$ cat config.mk
export PLATFORM = sky130hd
export DESIGN_NAME = injector_pulse_monitor_core
export DESIGN_NICKNAME = d
export VERILOG_FILES = /design/src/sv/ipm_pkg.sv /design/src/sv/ipm_chan_state.sv /design/src/sv/ipm_anomaly.sv /design/src/sv/injector_pulse_monitor_core.sv
export SDC_FILE = /design/constraint.sdc
export NUM_CORES = 2
export LEC_CHECK = 0
export ABC_AREA = 0
export BUFFER_PORTS_ARGS = -buffer_cell sky130_fd_sc_hd__buf_2
export CORE_MARGIN = 2
export CORE_UTILIZATION = 58
export CTS_CLUSTER_SIZE = 24
export DETAILED_ROUTE_END_ITERATION = 8
export PLACE_DENSITY = 0.8
export SLEW_MARGIN = 20
export SYNTH_ARGS = -nofsm -noshare
export SYNTH_HDL_FRONTEND = slang
export SYNTH_SLANG_ARGS = --single-unit
$ cat constraint.sdc
create_clock -name clk -period 23.6 [get_ports clk]
set_input_delay 7.08 -clock clk [delete_from_list [all_inputs] [get_ports clk]]
set_output_delay 7.08 -clock clk [all_outputs]
set_load 0.02 [all_outputs]
$ cat src/sv/ipm_pkg.sv
// ----------------------------------------------------------------------------
// Injector pulse monitor package
// Shared sizes, thresholds, register indexes and interface structs.
// ----------------------------------------------------------------------------
`default_nettype none

package ipm_pkg;

  // Channel layout: injectors first, then the ignition coil.
  localparam int NUM_INJECTORS = 4;
  localparam int TIME_BITS     = 48;
  localparam int NUM_CH        = NUM_INJECTORS + 1;
  localparam int COIL_CH       = NUM_INJECTORS;
  localparam int CH_W          = 3;
  localparam int IDX_W         = $clog2(NUM_CH);
  localparam bit HAS_PAIR      = (NUM_INJECTORS >= 2);

  localparam int WIDTH_W = 32;
  localparam int PROD_W  = WIDTH_W + 7;

  // Stream word layouts.
  localparam int IN_DATA_W    = ((TIME_BITS + 7) / 8) * 8;
  localparam int IN_USER_W    = CH_W + 1;
  localparam int OUT_FIELDS_W = NUM_CH + WIDTH_W + NUM_INJECTORS + 3;
  localparam int OUT_DATA_W   = ((OUT_FIELDS_W + 7) / 8) * 8;
  localparam int OUT_USER_W   = 2;

  // Configuration port.
  localparam int CFG_IDX_W  = 2;
  localparam int CFG_DATA_W = 16;
  localparam logic [CFG_IDX_W-1:0] REG_ENGINE_RUNNING = 2'd0;
  localparam logic [CFG_IDX_W-1:0] REG_ENGINE_RPM     = 2'd1;
  localparam logic [CFG_IDX_W-1:0] REG_THROTTLE_PCT   = 2'd2;
  localparam logic [CFG_IDX_W-1:0] REG_MIN_PULSE_US   = 2'd3;

  localparam logic        RESET_RUNNING   = 1'b1;
  localparam logic [12:0] RESET_RPM       = 13'd1000;
  localparam logic [6:0]  RESET_THROTTLE  = 7'd15;
  localparam logic [15:0] RESET_MIN_PULSE = 16'd50;

  // Thresholds.
  localparam logic [31:0] WIDTH_MAX         = 32'hFFFF_FFFF;
  localparam logic [31:0] CHECK_INTERVAL_US = 32'd1_000_000;
  localparam logic [31:0] MISSING_AFTER_US  = 32'd2_000_000;
  localparam logic [6:0]  LOW_INJ_THROTTLE  = 7'd50;
  localparam logic [31:0] LOW_INJ_WIDTH     = 32'd3000;
  localparam logic [12:0] DWELL_RPM         = 13'd3000;
  localparam logic [31:0] DWELL_LIMIT       = 32'd4000;
  localparam logic [6:0]  IMB_SCALE         = 7'd100;
  localparam logic [6:0]  IMB_LOW           = 7'd85;
  localparam logic [6:0]  IMB_HIGH          = 7'd115;

  typedef struct packed {
    logic        running;
    logic [12:0] rpm;
    logic [6:0]  throttle;
    logic [15:0] min_pulse;
  } cfg_t;

  // Channel state results after the current edge has been applied.
  typedef struct packed {
    logic [NUM_CH-1:0]        active_mask;
    logic [WIDTH_W-1:0]       width_out;
    logic                     updated;
    logic [NUM_INJECTORS-1:0] width_zero;
    logic [WIDTH_W-1:0]       inj1_w;
    logic [WIDTH_W-1:0]       inj2_w;
    logic [WIDTH_W-1:0]       coil_w;
  } chan_res_t;

  typedef struct packed {
    logic                     checked;
    logic [NUM_INJECTORS-1:0] missing;
    logic                     imbalance;
    logic                     low_inj;
    logic                     dwell;
  } anom_res_t;

endpackage

`default_nettype wire

$ cat src/sv/ipm_chan_state.sv
// ----------------------------------------------------------------------------
// Injector pulse monitor channel state
// Start times, latched widths and active flags for all channels.
// ----------------------------------------------------------------------------
`default_nettype none

module ipm_chan_state (
  input  wire logic                          clk,
  input  wire logic                          rst_n,
  input  wire logic                          fire,
  input  wire logic [ipm_pkg::CH_W-1:0]      ch,
  input  wire logic                          rising,
  input  wire logic [ipm_pkg::TIME_BITS-1:0] t,
  input  wire logic [15:0]                   min_pulse,
  output ipm_pkg::chan_res_t                 res
);

  logic [ipm_pkg::TIME_BITS-1:0] start_r [ipm_pkg::NUM_CH];
  logic [ipm_pkg::WIDTH_W-1:0]   width_r [ipm_pkg::NUM_CH];
  logic [ipm_pkg::NUM_CH-1:0]    active_r;
  logic [ipm_pkg::NUM_CH-1:0]    active_nxt;

  logic                          ch_ok;
  logic [ipm_pkg::IDX_W-1:0]     idx;
  logic [ipm_pkg::TIME_BITS-1:0] start_sel;
  logic [ipm_pkg::TIME_BITS-1:0] diff;
  logic                          w_ok;
  logic [ipm_pkg::WIDTH_W-1:0]   new_w;
  logic [ipm_pkg::WIDTH_W-1:0]   after [ipm_pkg::NUM_CH];

  assign ch_ok     = (ch < ipm_pkg::CH_W'(ipm_pkg::NUM_CH));
  assign idx       = ipm_pkg::IDX_W'(ch);
  assign start_sel = start_r[idx];
  assign diff      = t - start_sel;

  // A width is only taken when the channel was ever started and it beats the minimum.
  assign w_ok  = ch_ok && !rising && (start_sel != '0)
                 && (diff > ipm_pkg::TIME_BITS'(min_pulse));
  assign new_w = (diff > ipm_pkg::TIME_BITS'(ipm_pkg::WIDTH_MAX)) ?
                 ipm_pkg::WIDTH_MAX : diff[ipm_pkg::WIDTH_W-1:0];

  always_comb begin
    active_nxt = active_r;
    for (int c = 0; c < ipm_pkg::NUM_CH; c++) begin
      after[c] = (w_ok && (idx == ipm_pkg::IDX_W'(c))) ? new_w : width_r[c];
      if (ch_ok && (idx == ipm_pkg::IDX_W'(c))) begin
        active_nxt[c] = rising;
      end
    end
  end

  always_comb begin
    res.active_mask = active_nxt;
    res.width_out   = ch_ok ? after[idx] : '0;
    res.updated     = w_ok;
    for (int i = 0; i < ipm_pkg::NUM_INJECTORS; i++) begin
      res.width_zero[i] = (after[i] == '0);
    end
    res.inj1_w = after[0];
    res.inj2_w = ipm_pkg::HAS_PAIR ? after[1] : '0;
    res.coil_w = after[ipm_pkg::COIL_CH];
  end

  always_ff @(posedge clk) begin
    if (!rst_n) begin
      active_r <= '0;
      for (int c = 0; c < ipm_pkg::NUM_CH; c++) begin
        start_r[c] <= '0;
        width_r[c] <= '0;
      end
    end else if (fire) begin
      active_r <= active_nxt;
      for (int c = 0; c < ipm_pkg::NUM_CH; c++) begin
        if (ch_ok && rising && (idx == ipm_pkg::IDX_W'(c))) begin
          start_r[c] <= t;
        end
        width_r[c] <= after[c];
      end
    end
  end

`ifndef SYNTHESIS
  a_rise_sets_active: assert property (@(posedge clk) disable iff (!rst_n)
    fire && ch_ok && rising |=> active_r[$past(idx)])
    else $error("rising edge did not set the active flag");
`endif

endmodule

`default_nettype wire

$ cat src/sv/ipm_anomaly.sv
// ----------------------------------------------------------------------------
// Injector pulse monitor anomaly checks
// Once-per-second gate on event time and the four anomaly flags.
// ----------------------------------------------------------------------------
`default_nettype none

module ipm_anomaly (
  input  wire logic                          clk,
  input  wire logic                          rst_n,
  input  wire logic                          fire,
  input  wire logic [ipm_pkg::TIME_BITS-1:0] t,
  input  ipm_pkg::cfg_t                      cfg,
  input  ipm_pkg::chan_res_t                 chan,
  output ipm_pkg::anom_res_t                 res
);

  logic [ipm_pkg::TIME_BITS-1:0] last_r;
  logic [ipm_pkg::TIME_BITS-1:0] elapsed;
  logic                          due;
  logic [ipm_pkg::PROD_W-1:0]    p1;
  logic [ipm_pkg::PROD_W-1:0]    p2_low;
  logic [ipm_pkg::PROD_W-1:0]    p2_high;

  // Elapsed time wraps, so a backward step looks like a long gap.
  assign elapsed = t - last_r;
  assign due     = (elapsed >= ipm_pkg::TIME_BITS'(ipm_pkg::CHECK_INTERVAL_US));

  assign p1      = ipm_pkg::PROD_W'(chan.inj1_w) * ipm_pkg::PROD_W'(ipm_pkg::IMB_SCALE);
  assign p2_low  = ipm_pkg::PROD_W'(chan.inj2_w) * ipm_pkg::PROD_W'(ipm_pkg::IMB_LOW);
  assign p2_high = ipm_pkg::PROD_W'(chan.inj2_w) * ipm_pkg::PROD_W'(ipm_pkg::IMB_HIGH);

  always_comb begin
    res.checked   = due;
    res.missing   = '0;
    res.imbalance = 1'b0;
    res.low_inj   = 1'b0;
    res.dwell     = 1'b0;
    if (due) begin
      if (cfg.running && (cfg.rpm != '0)
          && (t > ipm_pkg::TIME_BITS'(ipm_pkg::MISSING_AFTER_US))) begin
        res.missing = chan.width_zero;
      end
      res.imbalance = (chan.inj1_w != '0) && (chan.inj2_w != '0)
                      && ((p1 < p2_low) || (p1 > p2_high));
      res.low_inj   = (cfg.throttle > ipm_pkg::LOW_INJ_THROTTLE)
                      && (chan.inj1_w < ipm_pkg::LOW_INJ_WIDTH);
      res.dwell     = (cfg.rpm > ipm_pkg::DWELL_RPM)
                      && (chan.coil_w > ipm_pkg::DWELL_LIMIT);
    end
  end

  always_ff @(posedge clk) begin
    if (!rst_n) begin
      last_r <= '0;
    end else if (fire && due) begin
      last_r <= t;
    end
  end

`ifndef SYNTHESIS
  a_check_moves_mark: assert property (@(posedge clk) disable iff (!rst_n)
    fire && due |=> (last_r == $past(t)))
    else $error("anomaly check did not record its time");
`endif

endmodule

`default_nettype wire

$ cat src/sv/injector_pulse_monitor_core.sv
// ----------------------------------------------------------------------------
// Injector pulse monitor core
// Pulse width capture on four injector lines and one coil line, with flags.
// ----------------------------------------------------------------------------
// Each input word is one timestamped edge. The block takes one word per clock
// while the output is not stalled and returns exactly one result word for it.
// The word lands in an input register, the channel state and the anomaly
// checks are evaluated in a single combinational pass from there, and the
// result is held in an output register. The state that the next word depends
// on (start times, latched widths, active flags and the time of the last
// check) is updated at the same edge that loads the result, so back-to-back
// words always see the effect of the word before them. The input register
// and the output register together act as a skid, so a new word is accepted
// while a finished result still waits to be taken. The configuration port is
// always ready and should only be written while the block holds no word in
// flight.
// ----------------------------------------------------------------------------
`default_nettype none

module injector_pulse_monitor_core (
  input  wire logic                            clk,
  input  wire logic                            rst_n,
  // Edge events.
  input  wire logic                            in_tvalid,
  output logic                                 in_tready,
  // in_tdata: [47:0] event_time_us.
  input  wire logic [ipm_pkg::IN_DATA_W-1:0]   in_tdata,
  // in_tuser: [2:0] channel, [3] is_rising.
  input  wire logic [ipm_pkg::IN_USER_W-1:0]   in_tuser,
  // Results.
  output logic                                 out_tvalid,
  input  wire logic                            out_tready,
  // out_tdata: [4:0] active_mask, [36:5] pulse_width_us, [40:37] missing_mask,
  // [41] injector_imbalance, [42] low_injection, [43] long_dwell, rest zero.
  output logic [ipm_pkg::OUT_DATA_W-1:0]       out_tdata,
  // out_tuser: [0] width_updated, [1] anomaly_checked.
  output logic [ipm_pkg::OUT_USER_W-1:0]       out_tuser,
  // Register writes.
  input  wire logic                            cfg_valid,
  output logic                                 cfg_ready,
  input  wire logic [ipm_pkg::CFG_IDX_W-1:0]   cfg_index,
  input  wire logic [ipm_pkg::CFG_DATA_W-1:0]  cfg_data
);

  ipm_pkg::cfg_t cfg_r;

  logic                          in_valid_r;
  logic [ipm_pkg::CH_W-1:0]      in_ch_r;
  logic                          in_rise_r;
  logic [ipm_pkg::TIME_BITS-1:0] in_time_r;

  logic                            out_valid_r;
  logic [ipm_pkg::OUT_DATA_W-1:0]  out_data_r;
  logic [ipm_pkg::OUT_USER_W-1:0]  out_user_r;
  logic [ipm_pkg::OUT_DATA_W-1:0]  out_data_nxt;
  logic [ipm_pkg::OUT_USER_W-1:0]  out_user_nxt;

  logic               advance;
  logic               fire;
  logic               in_take;
  ipm_pkg::chan_res_t chan_res;
  ipm_pkg::anom_res_t anom_res;

  // The held word moves on whenever the output register is free or emptying.
  assign advance   = !out_valid_r || out_tready;
  assign fire      = in_valid_r && advance;
  assign in_tready = !in_valid_r || advance;
  assign in_take   = in_tvalid && in_tready;
  assign cfg_ready = 1'b1;

  assign out_tvalid = out_valid_r;
  assign out_tdata  = out_data_r;
  assign out_tuser  = out_user_r;

  always_ff @(posedge clk) begin
    if (!rst_n) begin
      cfg_r.running   <= ipm_pkg::RESET_RUNNING;
      cfg_r.rpm       <= ipm_pkg::RESET_RPM;
      cfg_r.throttle  <= ipm_pkg::RESET_THROTTLE;
      cfg_r.min_pulse <= ipm_pkg::RESET_MIN_PULSE;
    end else if (cfg_valid && cfg_ready) begin
      unique case (cfg_index)
        ipm_pkg::REG_ENGINE_RUNNING: begin
          cfg_r.running <= cfg_data[0];
        end
        ipm_pkg::REG_ENGINE_RPM: begin
          cfg_r.rpm <= cfg_data[12:0];
        end
        ipm_pkg::REG_THROTTLE_PCT: begin
          cfg_r.throttle <= cfg_data[6:0];
        end
        ipm_pkg::REG_MIN_PULSE_US: begin
          cfg_r.min_pulse <= cfg_data;
        end
        default: begin
        end
      endcase
    end
  end

  // Input register.
  always_ff @(posedge clk) begin
    if (!rst_n) begin
      in_valid_r <= 1'b0;
    end else if (in_take) begin
      in_valid_r <= 1'b1;
    end else if (fire) begin
      in_valid_r <= 1'b0;
    end
  end

  always_ff @(posedge clk) begin
    if (in_take) begin
      in_ch_r   <= in_tuser[ipm_pkg::CH_W-1:0];
      in_rise_r <= in_tuser[ipm_pkg::CH_W];
      in_time_r <= in_tdata[ipm_pkg::TIME_BITS-1:0];
    end
  end

  ipm_chan_state u_chan (
    .clk       (clk),
    .rst_n     (rst_n),
    .fire      (fire),
    .ch        (in_ch_r),
    .rising    (in_rise_r),
    .t         (in_time_r),
    .min_pulse (cfg_r.min_pulse),
    .res       (chan_res)
  );

  ipm_anomaly u_anom (
    .clk   (clk),
    .rst_n (rst_n),
    .fire  (fire),
    .t     (in_time_r),
    .cfg   (cfg_r),
    .chan  (chan_res),
    .res   (anom_res)
  );

  always_comb begin
    out_data_nxt = ipm_pkg::OUT_DATA_W'({anom_res.dwell, anom_res.low_inj, anom_res.imbalance,
                                         anom_res.missing, chan_res.width_out,
                                         chan_res.active_mask});
    out_user_nxt = {anom_res.checked, chan_res.updated};
  end

  // Result register.
  always_ff @(posedge clk) begin
    if (!rst_n) begin
      out_valid_r <= 1'b0;
    end else if (fire) begin
      out_valid_r <= 1'b1;
    end else if (out_tready) begin
      out_valid_r <= 1'b0;
    end
  end

  always_ff @(posedge clk) begin
    if (fire) begin
      out_data_r <= out_data_nxt;
      out_user_r <= out_user_nxt;
    end
  end

`ifndef SYNTHESIS
  a_update_nonzero: assert property (@(posedge clk) disable iff (!rst_n)
    out_valid_r && out_user_r[0]
    |-> (out_data_r[ipm_pkg::NUM_CH +: ipm_pkg::WIDTH_W] != '0))
    else $error("latched width of zero reported as an update");

  a_flags_need_check: assert property (@(posedge clk) disable iff (!rst_n)
    out_valid_r && !out_user_r[1]
    |-> (out_data_r[ipm_pkg::OUT_FIELDS_W-1:ipm_pkg::NUM_CH + ipm_pkg::WIDTH_W] == '0))
    else $error("anomaly flags set without a check");

  a_fire_loads_result: assert property (@(posedge clk) disable iff (!rst_n)
    fire |=> out_valid_r && !in_valid_r || $past(in_take))
    else $error("processed word did not reach the result register");
`endif

endmodule

`default_nettype wire
==> results.json <==
{
  "syn_area_mm2": 0.0460,
  "ctsResizeCount": 0,
  "max_slew_margin_pct": 22.9,
  "die-height_um": 286,
  "grt_max_degree": 103,
  "p_leak_nw": 22.8,
  "wl_um": 125000,
  "fin_skew_ns": 0.0169,
  "drt-initial-drc-count": 3921,
  "worst_hold_slack_ns": 0.459,
  "hold_buffers": 0,
  "cpMostUsedCell": "inv_1",
  "routedWlPerCell_um": 21.7,
  "drive_gt1_share_pct": 9.23,
  "post_cts_buffers": 0,
  "worstSetupPathType": "flip-flop to flip-flop",
  "synth-edff-count": 498,
  "clkLatencyLatePin_ns": 0.64,
  "initial_core_util_pct": 58.4,
  "yosys.cell_types.count": 98,
  "cts.clk_slew.worst_paths_ns": 0.07,
  "yosysWarningCount": 0,
  "finalCritPeriodShare_pct": 67.8,
  "ir_drop_mv": 0.0552,
  "htree_levels": 2,
  "io_buffers": 122,
  "tightest_slew_ns": 1.16,
  "drc_errors": 0,
  "cp_data_required_time_ns": 23.98,
  "power_density_mw_per_mm2": 86.2,
  "antenna_found_initial": 6,
  "gp_congestion": 0.960,
  "status": "finished, final reports clean",
  "avgViaCountPerCell": 6.18,
  "yosys.area.top_type_share_pct": 32.5,
  "postSynthCellCount": 4534,
  "dpl_cell_area_mm2": 0.0479,
  "layout.nets": 5387,
  "cap_violations": 0,
  "seq_area_frac_synth_pct": 36.6,
  "arrival_ns": 16.39,
  "num_rows": 103,
  "antenna_left": 0,
  "io-pin-count": 128,
  "area_delta_synth_final_pct": 8.47,
  "finalInstanceArea_mm2": 0.0499,
  "ys_ff_latch": 593,
  "pre_cts_ws_ns": 7.99,
  "max_clock_freq_mhz": 62.5,
  "post-dp-hpwl_um": 93200,
  "grt_use_total_pct": 30.2,
  "holdCritPathClass": "flip-flop to flip-flop",
  "routed-via-count": 35400,
  "cts_tree": "done",
  "hold_viol": 0,
  "setup_viol": 0,
  "cpMaxStageDelayCell": "dfxtp_4",
  "cts_made_buffers": 57,
  "synth_top_flop_cell": "edfxtp_1",
  "cp-end-kind": "flip-flop",
  "slowest_delay_ns": 0.61,
  "worst-path-buf-inv": 8,
  "period_needed_ns": 16.01,
  "p_total_mw": 4.30,
  "slew_viol_final": 0,
  "async_flop_share_pct": 0,
  "cp_top_family": "compound AO/OA/AOI/OAI gates",
  "dr.pass1.iters": 5,
  "grt_pass1_wl_um": 193000,
  "cts_root_buf": "clkbuf_16",
  "clock_path_buffers": 3,
  "synth_largest_area_cell": "edfxtp_1",
  "fin_cells": 5733,
  "fin_ws_ns": 7.59,
  "cts.sinks": 593,
  "rsz0062_at_grt": "false",
  "avgSynthCellArea_um2": 10.2,
  "synthTopCellsByArea": "edfxtp_1, ha_1, fa_1, mux2i_1, inv_1",
  "gr-total-overflow": 0,
  "worstPathMaxFanout": 38,
  "die_area_mm2": 0.0816,
  "post-place-cells": 5621,
  "die_w_um": 286,
  "core_mm2": 0.0787,
  "fin_setup_tns_ns": 0,
  "critPathLaunchType": "flip-flop",
  "final_util_pct": 63.4,
  "first_global_vias": 34200
}
## path summary, 6_finish.rpt
kind	start	to	slack, ns	depth (start not counted)
max reg2reg	flip-flop	out_tdata[41]	7.59	57
max	flip-flop	out_tdata[41]	7.59	57
min	cfg_r[22]	cfg_r[22]	0.46	2
min reg2reg	cfg_r[22]	cfg_r[22]	0.46	2
## where the power goes
part           total [mW]  internal (mW)  switching, mW
Clock                1.01          0.588          0.419
Sequential           1.22           1.19         0.0327
Combinational        2.07          0.857           1.21
Total                4.30           2.64           1.66
## worst min-delay path: stages, from the launching register on
cell and delay, ns:
dfxtp_1 0.31, nand2_1 0.05, a21oi_1 0.05
## cell type report
| type | count | area [um2] |
|---|---|---|
| clock buffers | 73 | 1590 |
| multi-input cells | 3179 | 26300 |
| flip-flops and latches | 593 | 16900 |
| diodes | 4 | 10.0 |
| repair buffers | 184 | 1080 |
| clock inverters | 35 | 468 |
| well taps | 1050 | 1310 |
| fillers | 6065 | 28800 |
| inverters | 615 | 2310 |
## flip-flops by register name, indices dropped and copies added (netlist names), named ones only
register,flops
cfg_r,37
in_ch_r,3
in_rise_r,1
in_time_r,48
in_valid_r,1
out_tdata,44
out_tuser,2
out_tvalid,1
u_anom.last_r,48
u_chan.active_r,5
u_chan.start_r,240
u_chan.width_r,160
## cell families (layout without fill, tap and decap cells)
family	count (synthesis)	after routing	synth area share, %
AOI/OAI and AO/OA	887	887	12.3
xor gates and xnor gates	155	155	2.95
adders and majority gates	682	682	21.1
buffers and inverters	765	907	6.49
DFF	593	593	36.6
muxes	303	303	8.04
other	2	9	0.0163
and+or+nand+nor	1147	1147	12.5
## layer usage
| layer | vias to the layer above | share of wire, % | GRT usage (%) |
|---|---|---|---|
| met1 | 17000 | 40 | 41.1 |
| met2 | 1831 | 45 | 48.3 |
| li1 | 16300 | - | - |
| met4 | 2 | 4.5 | 11.9 |
| met3 | 335 | 10 | 5.30 |
| met5 | - | 0.010 | 0 |
## Yosys cell counts (22+ instances only)
library cell  number
mux4_2            49
nor4_1            36
fa_1             159
inv_1            610
nand2_1          228
dfxtp_1           95
or2_2             22
clkbuf_1         106
a31oi_1           26
xor2_1            56
edfxtp_1         498
a22oi_1           25
and3_1            26
a21oi_1          310
nand4_1           72
o21bai_1          23
o211ai_1          23
nand3_1           60
nor2b_1           79
nand2b_1          60
o21ai_0          138
a21o_1           105
nor3_1            68
ha_1             523
nor2_1           342
and2_1            71
a21boi_0          32
o21a_1            35
xnor2_1           99
mux2i_1          230
## cell usage in the layout, fill, tap and decap left out, drive strengths merged, types with 153 or more instances in the layout
cell    count
mux2i     233
o21ai     153
fa        159
a21oi     313
ha        523
inv       620
edfxtp    498
nand2     229
nor2      342
buf       184
Note: power is estimated with default switching activity, not from simulation.
